**config.mk**
```make
export PLATFORM = sky130hd
export DESIGN_NAME = door_motor_learning_controller_unit
export DESIGN_NICKNAME = d
export VERILOG_FILES = /design/src/sv/dmlc_pkg.sv /design/src/sv/dmlc_engine.sv /design/src/sv/door_motor_learning_controller_unit.sv
export SDC_FILE = /design/constraint.sdc
export NUM_CORES = 1
export LEC_CHECK = 0
export BUFFER_PORTS_ARGS = -buffer_cell sky130_fd_sc_hd__buf_2
export CAP_MARGIN = 20
export CORE_ASPECT_RATIO = 0.7
export CORE_MARGIN = 5
export CORE_UTILIZATION = 25
export CTS_CLUSTER_DIAMETER = 60
export DETAILED_ROUTE_END_ITERATION = 7
export HOLD_SLACK_MARGIN = 0.08
export PLACE_DENSITY = 0.51
export SKIP_LAST_GASP = 1
export SYNTH_ARGS = -nofsm -noshare
export SYNTH_HDL_FRONTEND = slang
export SYNTH_SLANG_ARGS = --single-unit
```
**constraint.sdc**
```tcl
create_clock -name clock -period 5.5 [get_ports clock]
set_input_delay 1.65 -clock clock [delete_from_list [all_inputs] [get_ports clock]]
set_output_delay 1.65 -clock clock [all_outputs]
set_load 0.02 [all_outputs]
```
**src/sv/dmlc_pkg.sv**
```systemverilog
// Shared types and codes for the door motor learning controller.
package dmlc_pkg;

   localparam int REG_BITS = 20;

   localparam logic [3:0] OP_TICK        = 4'd0;
   localparam logic [3:0] OP_RF          = 4'd1;
   localparam logic [3:0] OP_OPEN        = 4'd2;
   localparam logic [3:0] OP_CLOSE       = 4'd3;
   localparam logic [3:0] OP_STOP        = 4'd4;
   localparam logic [3:0] OP_LOCK        = 4'd5;
   localparam logic [3:0] OP_UNLOCK      = 4'd6;
   localparam logic [3:0] OP_LOCK_TOGGLE = 4'd7;
   localparam logic [3:0] OP_LEARN_TRAVEL = 4'd8;
   localparam logic [3:0] OP_LEARN_RF    = 4'd9;
   localparam logic [3:0] OP_WIFI        = 4'd10;

   localparam logic [1:0] RELAY_OFF   = 2'd0;
   localparam logic [1:0] RELAY_OPEN  = 2'd1;
   localparam logic [1:0] RELAY_CLOSE = 2'd2;

   localparam logic [1:0] BEEP_NONE  = 2'd0;
   localparam logic [1:0] BEEP_SHORT = 2'd1;
   localparam logic [1:0] BEEP_LONG  = 2'd2;

   localparam logic [4:0] ST_NONE         = 5'd0;
   localparam logic [4:0] ST_STOP         = 5'd1;
   localparam logic [4:0] ST_OPEN         = 5'd2;
   localparam logic [4:0] ST_CLOSE        = 5'd3;
   localparam logic [4:0] ST_LOCKED_ERR   = 5'd4;
   localparam logic [4:0] ST_LOCKED       = 5'd5;
   localparam logic [4:0] ST_UNLOCKED     = 5'd6;
   localparam logic [4:0] ST_CAL_ON       = 5'd7;
   localparam logic [4:0] ST_CAL_DONE     = 5'd8;
   localparam logic [4:0] ST_CAL_SHORT    = 5'd9;
   localparam logic [4:0] ST_CAL_CANCEL   = 5'd10;
   localparam logic [4:0] ST_RF_WAIT_OPEN = 5'd11;
   localparam logic [4:0] ST_RF_DONE      = 5'd15;
   localparam logic [4:0] ST_RF_CANCEL    = 5'd16;
   localparam logic [4:0] ST_TIMEOUT      = 5'd17;

   localparam logic [1:0] REG_DEFAULT_TRAVEL = 2'd0;
   localparam logic [1:0] REG_MIN_LEARN      = 2'd1;
   localparam logic [1:0] REG_LEARN_TIMEOUT  = 2'd2;
   localparam logic [1:0] REG_RF_TIMEOUT     = 2'd3;

   localparam logic [REG_BITS-1:0] DEFAULT_TRAVEL_RESET = 20'd30000;
   localparam logic [REG_BITS-1:0] MIN_LEARN_RESET      = 20'd1000;
   localparam logic [REG_BITS-1:0] LEARN_TIMEOUT_RESET  = 20'd180000;
   localparam logic [REG_BITS-1:0] RF_TIMEOUT_RESET     = 20'd60000;

   typedef struct packed {
      logic [REG_BITS-1:0] default_travel_ms;
      logic [REG_BITS-1:0] min_learn_ms;
      logic [REG_BITS-1:0] learn_timeout_ms;
      logic [REG_BITS-1:0] rf_key_timeout_ms;
   } cfg_type;

   // Members run from the highest bit down, so relay_drive lands in bits [1:0].
   typedef struct packed {
      logic                locked;
      logic [REG_BITS-1:0] travel_time_ms;
      logic                save_travel;
      logic                save_codes;
      logic                wifi_config_start;
      logic [2:0]          timeout_mask;
      logic [1:0]          beep;
      logic [4:0]          status;
      logic [1:0]          relay_drive;
   } result_type;

endpackage

```
**src/sv/dmlc_engine.sv**
```systemverilog
// Controller state and the combinational update for one transaction.
module dmlc_engine #(
   parameter int CODE_BITS = 24,
   parameter int TIME_BITS = 20
) (
   input  logic                   clock,
   input  logic                   reset,
   input  logic                   step,
   input  logic [3:0]             op,
   input  logic [CODE_BITS-1:0]   code,
   input  dmlc_pkg::cfg_type      cfg,
   input  logic                   default_we,
   input  logic [dmlc_pkg::REG_BITS-1:0] default_value,
   output dmlc_pkg::result_type   result
);
   import dmlc_pkg::*;

   localparam logic [2:0] STEP_IDLE      = 3'd0;
   localparam logic [2:0] STEP_WAIT_OPEN = 3'd1;
   localparam logic [2:0] STEP_WAIT_LOCK = 3'd4;

   function automatic logic [TIME_BITS-1:0] period(input logic [TIME_BITS-1:0] v);
      return (v == '0) ? TIME_BITS'(1) : v;
   endfunction

   function automatic logic [TIME_BITS-1:0] to_time(input logic [REG_BITS-1:0] v);
      logic [31:0] w;
      w = 32'(v);
      return w[TIME_BITS-1:0];
   endfunction

   logic                 lock_ff, lock_in;
   logic [1:0]           relay_ff, relay_in;
   logic [TIME_BITS-1:0] travel_ff, travel_in;
   logic [TIME_BITS-1:0] travel_rem_ff, travel_rem_in;
   logic [TIME_BITS-1:0] timeout_rem_ff, timeout_rem_in;
   logic                 tlearn_ff, tlearn_in;
   logic                 measuring_ff, measuring_in;
   logic [TIME_BITS-1:0] measured_ff, measured_in;
   logic                 wifi_ff, wifi_in;
   logic [2:0]           learn_step_ff, learn_step_in;
   logic                 learned_ff, learned_in;
   logic [CODE_BITS-1:0] saved_ff [4];
   logic [CODE_BITS-1:0] saved_in [4];
   logic [CODE_BITS-1:0] pending_ff [3];
   logic [CODE_BITS-1:0] pending_in [3];

   logic                 act_oc, act_stop, act_lock, lock_val;
   logic [1:0]           drive;
   logic [1:0]           pidx;
   logic [31:0]          travel_wide;
   logic [4:0]           status;
   logic [1:0]           beep;
   logic [2:0]           mask;
   logic                 wifi_start, save_codes, save_travel;

   assign pidx        = learn_step_ff[1:0] - 2'd1;
   assign travel_wide = 32'(travel_in);

   always_comb begin
      lock_in        = lock_ff;
      relay_in       = relay_ff;
      travel_in      = travel_ff;
      travel_rem_in  = travel_rem_ff;
      timeout_rem_in = timeout_rem_ff;
      tlearn_in      = tlearn_ff;
      measuring_in   = measuring_ff;
      measured_in    = measured_ff;
      wifi_in        = wifi_ff;
      learn_step_in  = learn_step_ff;
      learned_in     = learned_ff;
      saved_in       = saved_ff;
      pending_in     = pending_ff;
      status         = ST_NONE;
      beep           = BEEP_NONE;
      mask           = '0;
      wifi_start     = 1'b0;
      save_codes     = 1'b0;
      save_travel    = 1'b0;
      act_oc         = 1'b0;
      act_stop       = 1'b0;
      act_lock       = 1'b0;
      lock_val       = 1'b0;
      drive          = RELAY_OPEN;

      unique case (op)
         OP_TICK: begin
            if (measuring_ff && measured_ff != '1) begin
               measured_in = measured_ff + TIME_BITS'(1);
            end
            if (travel_rem_ff != '0) begin
               travel_rem_in = travel_rem_ff - TIME_BITS'(1);
               if (travel_rem_ff == TIME_BITS'(1)) begin
                  relay_in = RELAY_OFF;
                  status   = ST_STOP;
               end
            end
            if (timeout_rem_ff != '0) begin
               timeout_rem_in = timeout_rem_ff - TIME_BITS'(1);
               if (timeout_rem_ff == TIME_BITS'(1)) begin
                  if (wifi_ff) begin
                     mask[0] = 1'b1;
                     wifi_in = 1'b0;
                  end
                  if (learn_step_ff != STEP_IDLE) begin
                     mask[1]       = 1'b1;
                     learn_step_in = STEP_IDLE;
                  end
                  if (tlearn_ff) begin
                     mask[2]      = 1'b1;
                     tlearn_in    = 1'b0;
                     measuring_in = 1'b0;
                     measured_in  = '0;
                  end
                  relay_in = RELAY_OFF;
                  beep     = BEEP_SHORT;
                  status   = ST_TIMEOUT;
               end
            end
         end
         OP_RF: begin
            if (learn_step_ff != STEP_IDLE) begin
               beep = BEEP_SHORT;
               if (learn_step_ff != STEP_WAIT_LOCK) begin
                  pending_in[pidx] = code;
                  learn_step_in    = learn_step_ff + 3'd1;
                  status           = ST_RF_WAIT_OPEN + 5'(learn_step_ff);
                  timeout_rem_in   = period(to_time(cfg.rf_key_timeout_ms));
               end else begin
                  saved_in[0]    = pending_ff[0];
                  saved_in[1]    = pending_ff[1];
                  saved_in[2]    = pending_ff[2];
                  saved_in[3]    = code;
                  save_codes     = 1'b1;
                  learn_step_in  = STEP_IDLE;
                  timeout_rem_in = '0;
                  status         = ST_RF_DONE;
                  beep           = BEEP_LONG;
               end
            end else begin
               priority if (code == saved_ff[0]) begin
                  act_oc = 1'b1;
                  drive  = RELAY_OPEN;
               end else if (code == saved_ff[1]) begin
                  act_stop = 1'b1;
               end else if (code == saved_ff[2]) begin
                  act_oc = 1'b1;
                  drive  = RELAY_CLOSE;
               end else if (code == saved_ff[3]) begin
                  act_lock = 1'b1;
                  lock_val = !lock_ff;
               end
            end
         end
         OP_OPEN: begin
            act_oc = 1'b1;
            drive  = RELAY_OPEN;
         end
         OP_CLOSE: begin
            act_oc = 1'b1;
            drive  = RELAY_CLOSE;
         end
         OP_STOP: act_stop = 1'b1;
         OP_LOCK: begin
            act_lock = 1'b1;
            lock_val = 1'b1;
         end
         OP_UNLOCK: begin
            act_lock = 1'b1;
            lock_val = 1'b0;
         end
         OP_LOCK_TOGGLE: begin
            act_lock = 1'b1;
            lock_val = !lock_ff;
         end
         OP_LEARN_TRAVEL: begin
            if (lock_ff) begin
               status = ST_LOCKED_ERR;
               beep   = BEEP_SHORT;
            end else begin
               tlearn_in      = 1'b1;
               measuring_in   = 1'b0;
               measured_in    = '0;
               relay_in       = RELAY_OFF;
               timeout_rem_in = period(to_time(cfg.learn_timeout_ms));
               status         = ST_CAL_ON;
               beep           = BEEP_LONG;
            end
         end
         OP_LEARN_RF: begin
            if (lock_ff) begin
               status = ST_LOCKED_ERR;
            end else begin
               learn_step_in  = STEP_WAIT_OPEN;
               relay_in       = RELAY_OFF;
               timeout_rem_in = period(to_time(cfg.rf_key_timeout_ms));
               status         = ST_RF_WAIT_OPEN;
               beep           = BEEP_LONG;
            end
         end
         OP_WIFI: begin
            wifi_in        = 1'b1;
            relay_in       = RELAY_OFF;
            timeout_rem_in = period(to_time(cfg.learn_timeout_ms));
            wifi_start     = 1'b1;
            beep           = BEEP_LONG;
         end
         default: ;
      endcase

      if (act_oc) begin
         beep = BEEP_SHORT;
         if (lock_ff) begin
            status = ST_LOCKED_ERR;
         end else begin
            relay_in = drive;
            status   = (drive == RELAY_OPEN) ? ST_OPEN : ST_CLOSE;
            if (tlearn_ff) begin
               if (!measuring_ff) begin
                  timeout_rem_in = '0;
                  measuring_in   = 1'b1;
                  measured_in    = '0;
               end
            end else begin
               travel_rem_in = period(travel_ff);
            end
         end
      end

      if (act_stop) begin
         beep = BEEP_SHORT;
         if (learn_step_ff != STEP_IDLE) begin
            learn_step_in  = STEP_IDLE;
            timeout_rem_in = '0;
            status         = ST_RF_CANCEL;
         end else begin
            relay_in       = RELAY_OFF;
            travel_rem_in  = '0;
            timeout_rem_in = '0;
            if (tlearn_ff) begin
               if (measuring_ff) begin
                  if (32'(measured_ff) > 32'(cfg.min_learn_ms)) begin
                     travel_in   = measured_ff;
                     learned_in  = 1'b1;
                     save_travel = 1'b1;
                     beep        = BEEP_LONG;
                     status      = ST_CAL_DONE;
                  end else begin
                     status = ST_CAL_SHORT;
                  end
               end else begin
                  status = ST_CAL_CANCEL;
               end
               tlearn_in    = 1'b0;
               measuring_in = 1'b0;
               measured_in  = '0;
            end else begin
               status = ST_STOP;
            end
         end
      end

      if (act_lock) begin
         lock_in = lock_val;
         beep    = BEEP_SHORT;
         if (lock_val) begin
            relay_in = RELAY_OFF;
            status   = ST_LOCKED;
         end else begin
            status = ST_UNLOCKED;
         end
      end
   end

   always_comb begin
      result.relay_drive       = relay_in;
      result.status            = status;
      result.beep              = beep;
      result.timeout_mask      = mask;
      result.wifi_config_start = wifi_start;
      result.save_codes        = save_codes;
      result.save_travel       = save_travel;
      result.travel_time_ms    = travel_wide[REG_BITS-1:0];
      result.locked            = lock_in;
   end

   always_ff @(posedge clock) begin
      if (reset) begin
         lock_ff        <= 1'b0;
         relay_ff       <= RELAY_OFF;
         travel_ff      <= to_time(DEFAULT_TRAVEL_RESET);
         travel_rem_ff  <= '0;
         timeout_rem_ff <= '0;
         tlearn_ff      <= 1'b0;
         measuring_ff   <= 1'b0;
         measured_ff    <= '0;
         wifi_ff        <= 1'b0;
         learn_step_ff  <= STEP_IDLE;
         learned_ff     <= 1'b0;
         saved_ff       <= '{default: '0};
      end else if (step) begin
         lock_ff        <= lock_in;
         relay_ff       <= relay_in;
         travel_ff      <= travel_in;
         travel_rem_ff  <= travel_rem_in;
         timeout_rem_ff <= timeout_rem_in;
         tlearn_ff      <= tlearn_in;
         measuring_ff   <= measuring_in;
         measured_ff    <= measured_in;
         wifi_ff        <= wifi_in;
         learn_step_ff  <= learn_step_in;
         learned_ff     <= learned_in;
         saved_ff       <= saved_in;
      end else if (default_we && !learned_ff) begin
         travel_ff <= to_time(default_value);
      end
   end

   always_ff @(posedge clock) begin
      if (step) begin
         pending_ff <= pending_in;
      end
   end

endmodule

```
**src/sv/door_motor_learning_controller_unit.sv**
```systemverilog
// Top level of the door motor learning controller with stream and register ports.
//
// Each req transaction carries one operation (tick, RF code, door command, lock,
// learning start or wifi mode) and produces exactly one rsp transaction with the
// relay drive, status, beep request, timeout mask, one-shot save flags, current
// travel time and lock flag. The operation is captured in an input register; the
// state update and result go from it into the result register when it is free,
// so rsp_tvalid rises once the transaction has passed both. One transaction per
// cycle is sustained while the receiver does not stall; the update of the
// controller state is the only loop in the path. When the receiver stalls, the
// result register holds and the input register absorbs one more transaction
// before req_tready drops. Reset clears the state, empties both registers and
// loads the csr registers with their defaults. The user must write the csr
// registers only while no transaction is in flight, which the block does not
// check; a default_travel_ms write also sets the travel time until one is learned.
module door_motor_learning_controller_unit #(
   parameter int CODE_BITS = 24,
   parameter int TIME_BITS = 20
) (
   input  logic        clock,
   input  logic        reset,
   input  logic        req_tvalid,
   output logic        req_tready,
   input  logic [23:0] req_tdata,   // rf_code[23:0]
   input  logic [3:0]  req_tuser,   // operation[3:0]
   output logic        rsp_tvalid,
   input  logic        rsp_tready,
   output logic [39:0] rsp_tdata,   // relay_drive, status, beep, timeout_mask,
                                    // wifi_config_start, save_codes, save_travel,
                                    // travel_time_ms, locked
   input  logic        csr_psel,
   input  logic        csr_penable,
   input  logic        csr_pwrite,
   input  logic [3:0]  csr_paddr,
   input  logic [31:0] csr_pwdata,
   output logic [31:0] csr_prdata,
   output logic        csr_pready
);
   import dmlc_pkg::*;

   logic                 s1_valid_ff;
   logic [3:0]           s1_op_ff;
   logic [CODE_BITS-1:0] s1_code_ff;
   logic                 rsp_valid_ff;
   result_type           rsp_data_ff;
   result_type           result;
   cfg_type              cfg_ff;
   logic                 advance;
   logic                 cfg_we;
   logic [1:0]           reg_idx;
   logic [31:0]          code_wide;

   assign code_wide  = 32'(req_tdata);
   assign advance    = s1_valid_ff && (!rsp_valid_ff || rsp_tready);
   assign req_tready = !s1_valid_ff || advance;
   assign rsp_tvalid = rsp_valid_ff;
   assign rsp_tdata  = 40'(rsp_data_ff);
   assign csr_pready = 1'b1;
   assign reg_idx    = csr_paddr[3:2];
   assign cfg_we     = csr_psel && csr_penable && csr_pwrite;

   always_comb begin
      unique case (reg_idx)
         REG_DEFAULT_TRAVEL: csr_prdata = 32'(cfg_ff.default_travel_ms);
         REG_MIN_LEARN:      csr_prdata = 32'(cfg_ff.min_learn_ms);
         REG_LEARN_TIMEOUT:  csr_prdata = 32'(cfg_ff.learn_timeout_ms);
         REG_RF_TIMEOUT:     csr_prdata = 32'(cfg_ff.rf_key_timeout_ms);
         default:            csr_prdata = '0;
      endcase
   end

   always_ff @(posedge clock) begin
      if (reset) begin
         cfg_ff.default_travel_ms <= DEFAULT_TRAVEL_RESET;
         cfg_ff.min_learn_ms      <= MIN_LEARN_RESET;
         cfg_ff.learn_timeout_ms  <= LEARN_TIMEOUT_RESET;
         cfg_ff.rf_key_timeout_ms <= RF_TIMEOUT_RESET;
      end else if (cfg_we) begin
         unique case (reg_idx)
            REG_DEFAULT_TRAVEL: cfg_ff.default_travel_ms <= csr_pwdata[REG_BITS-1:0];
            REG_MIN_LEARN:      cfg_ff.min_learn_ms      <= csr_pwdata[REG_BITS-1:0];
            REG_LEARN_TIMEOUT:  cfg_ff.learn_timeout_ms  <= csr_pwdata[REG_BITS-1:0];
            REG_RF_TIMEOUT:     cfg_ff.rf_key_timeout_ms <= csr_pwdata[REG_BITS-1:0];
            default: ;
         endcase
      end
   end

   always_ff @(posedge clock) begin
      if (reset) begin
         s1_valid_ff  <= 1'b0;
         rsp_valid_ff <= 1'b0;
      end else begin
         if (req_tready) begin
            s1_valid_ff <= req_tvalid;
         end
         if (advance) begin
            rsp_valid_ff <= 1'b1;
         end else if (rsp_tready) begin
            rsp_valid_ff <= 1'b0;
         end
      end
   end

   always_ff @(posedge clock) begin
      if (req_tvalid && req_tready) begin
         s1_op_ff   <= req_tuser;
         s1_code_ff <= code_wide[CODE_BITS-1:0];
      end
      if (advance) begin
         rsp_data_ff <= result;
      end
   end

   dmlc_engine #(
      .CODE_BITS (CODE_BITS),
      .TIME_BITS (TIME_BITS)
   ) u_engine (
      .clock         (clock),
      .reset         (reset),
      .step          (advance),
      .op            (s1_op_ff),
      .code          (s1_code_ff),
      .cfg           (cfg_ff),
      .default_we    (cfg_we && reg_idx == REG_DEFAULT_TRAVEL),
      .default_value (csr_pwdata[REG_BITS-1:0]),
      .result        (result)
   );

endmodule

```
==> results_dict.tcl <==
set metrics [dict create \
    yosysSeqAreaShare_pct 48.9 \
    final-max-slew-violation-count 0 \
    required_ps 3850 \
    drt_wl_total_um 63900 \
    final_common_cell "nand2_1" \
    cts_tree "done" \
    cts-root-buf "clkbuf_16" \
    rsz0062_at_grt "false" \
    insertion_delay_ps 610 \
    num_io_pins 146 \
    antennaDiodeCount 0 \
    ant_nets 0 \
    cts_max_level 2 \
    placed_area_um2 20800 \
    fillCellCount 8089 \
    antenna_found_initial 0 \
    postCtsSetupBuffers 0 \
    worstSetupStartpoint "csr_paddr[3]" \
    crit_top_cell "buf_2" \
    finalCritPeriodShare_pct 84.4 \
    post-synth-top-area-cell "dfxtp_1" \
    syn2layout_area_growth_pct 16.2 \
    syn_inst 2085 \
    tns_ps 0 \
    dr.pass1.iters 6 \
    port_buffers 114 \
    hpwl_um 44200 \
    swShare_pct 25.2 \
    topRoutingLayerUsed "met4" \
    die_w_um 342 \
    max_cap_viol_count 0 \
    synth_top_area_share_pct 27.8 \
    fin_cells 3212 \
    numCtsBuffers 46 \
    met1Wirelength_um 31700 \
    overflow 0 \
    vias 16000 \
    final_cell_mix "nand2_1 (466), dfxtp_1 (268), a21oi_1 (213), edfxtp_1 (136), buf_2 (113)" \
    reg2reg_from "u_engine.measured_ff[18]$_SDFFE_PP0P_" \
    slowest_stage "mux4_2" \
    ff_latch_area_um2 9450 \
    comb_power_share_pct 6.7 \
    synth-compound-area-share_pct 15.6 \
    synth.avg_cell_area_um2 9.27 \
    p_seq_share_pct 45.8 \
    outcome "finished, final reports clean" \
    wl_met3_um 5830 \
    cts_resized 0 \
    p_int_w 0.00526 \
    die_h_um 243 \
    path_buf_inv 3 \
    tightest_slew_ps 999 \
    cpLargestDelayFamily "buffers and inverters" \
    finalCriticalPeriod_ps 4640 \
    netlist_area_um2 19300 \
    synth_xor_area_share_pct 4.73 \
    crit_arrival_ps 2990 \
    synthSimpleGateAreaFrac_pct 19.5 \
    clock.fmax_mhz 215 \
    synth_edf_count 136 \
    clkPwrFrac_pct 47.5 \
    end_kind "output port" \
    grt_use_total_pct 14.7 \
    cpPeakStageDelay_ps 550 \
    clk_pin_slew_ps 60 \
    setup_violations 0 \
    rows 85 \
    yosysWarnings 0 \
    hp-start "cfg_ff[61]$_SDFFE_PP0P_" \
    cp_cell_sequence "buf_2 -> buf_12 -> mux4_2 -> buf_2" \
    relSlewSlack_pct 33.2 \
    skew_ps 43.9 \
    ir_drop_v 0.000206 \
    clk_path_buf_depth 3 \
    yosys-top-cells-area "dfxtp_1 (28%), edfxtp_1 (21%), nand2_1 (9.1%), a21oi_1 (5.5%), xnor2_1 (2.6%)" \
    hold_buffers 0 \
    startpoint_type "input port" \
    grt_max_degree 97 \
    fin_nets 2236 \
    fin_area_um2 22400 \
    power_density_nw_per_um2 313 \
    die_area_um2 83000 \
    dp.cells 3126 \
    p_leak_nw 7.88 \
    async_reset_ff_share_pct 0 \
    synth_top_family_by_area "simple AND/OR/NAND/NOR gates" \
    gp_congestion 0.885 \
    drt-initial-drc-count 1680 \
    multi_input_area_um2 9060 \
    drcViolationCount 0 \
    timing.final.hold_violations 0 \
    synth_ff_type "dfxtp_1" \
    viasPerCell 4.98 \
    wl_per_cell_um 19.9 \
    wl_met2_um 25400 \
    drive_above_1_share_pct 13.8 \
    start_util_pct 25.2 \
    power_switching_w 0.00177 \
    grt_pass1_wl_um 95400 \
    synth-seq-cells 404 \
    path_class "in -> out" \
    synth_cell_types 87 \
    hp-class "reg -> reg" \
    grt_pass1_vias 14800 \
    synthMuxAreaShare_pct 4.16 \
    cts.sinks 404 \
    synthAdderAreaFrac_pct 2.27 \
    core_area_um2 76800 \
    crit_fanout 18 \
]
## worst paths after layout
check | cells past startpoint | endpoint | slack [ps]
max | 4 | csr_prdata[18] | 860
min reg2reg | 2 | cfg_ff[61]$_SDFFE_PP0P_ | 460
max reg2reg | 10 | u_engine.travel_ff[5]$_SDFFE_PP1P_ | 1220
min | 2 | cfg_ff[61]$_SDFFE_PP0P_ | 460
## cells in the mapped netlist (all sizes together) (10+ instances only)
library cell    n
o211ai         12
a31oi          12
ha             35
xnor2          57
nor2           88
xor2           44
a21o           21
a21oi         214
nor3           34
inv            38
o22ai          10
o21ai          71
mux4           20
nand2         467
nand3          64
a22o           10
buf            54
and2           18
mux2           21
dfxtp         268
nor3b          11
nand4          26
a221oi         11
nor4           45
edfxtp        136
clkbuf        108
and3           12
## worst reg2reg max path, delay by kind of cell, from the launching register on
family	cells	cell delay, ps
buffers and inverters	1	410
adders and majority gates	1	390
DFF	1	460
muxes	1	440
and+or+nand+nor	4	1620
AOI/OAI and AO/OA	3	850
## cell families after synthesis
| logic type | Yosys count |
|---|---|
| buffers and inverters | 202 |
| xor gates and xnor gates | 101 |
| AOI/OAI and AO/OA | 474 |
| adders and majority gates | 35 |
| other | 2 |
| DFF | 404 |
| and+or+nand+nor | 818 |
| muxes | 49 |
## through the flow
step                worst slack, ps  total power (W)  utilization (%)  hold WS [ps]
floorplan                       717          0.00356                -           433
global placement                852          0.00373             27.1           440
detailed placement              853          0.00374             27.1           448
CTS                             850          0.00710             29.2           457
global route                    800          0.00727             29.2           475
finish                          856          0.00702             29.2           457
## flip-flops by register name (all words and copies together), names as in the netlist, 4 cells and up
signal / cells
u_engine.timeout_rem_ff: 20
u_engine.pending_ff: 72
s1_code_ff: 24
s1_op_ff: 4
u_engine.travel_ff: 20
u_engine.measured_ff: 20
cfg_ff: 80
rsp_tdata: 36
u_engine.saved_ff: 96
u_engine.travel_rem_ff: 20
## metal layers
metal  global-route usage, %  vias to the layer above
met2                    19.9                      690
met5                       0                        -
li1                        -                     7480
met3                    3.67                       65
met1                    23.3                     7766
met4                    2.94                        0
## final cells by class
class | instances | area share (%)
Sequential cell | 404 | 42.1
Inverter | 40 | 0.669
Clock inverter | 25 | 1.73
Tap cell | 1044 | 5.82
Clock buffer | 61 | 5.60
Timing Repair Buffer | 144 | 3.74
Multi-Input combinational cell | 1494 | 40.3
## power by group through the flow
stage	combinational, W	clock, W	sequential (W)
finish	0.000470	0.00334	0.00321
global route	0.000509	0.00354	0.00322
CTS	0.000465	0.00342	0.00321
detailed placement	0.000462	0	0.00328
global placement	0.000458	0	0.00328
floorplan	0.000322	0	0.00323
No activity file was read; power rests on OpenSTA's default activity.
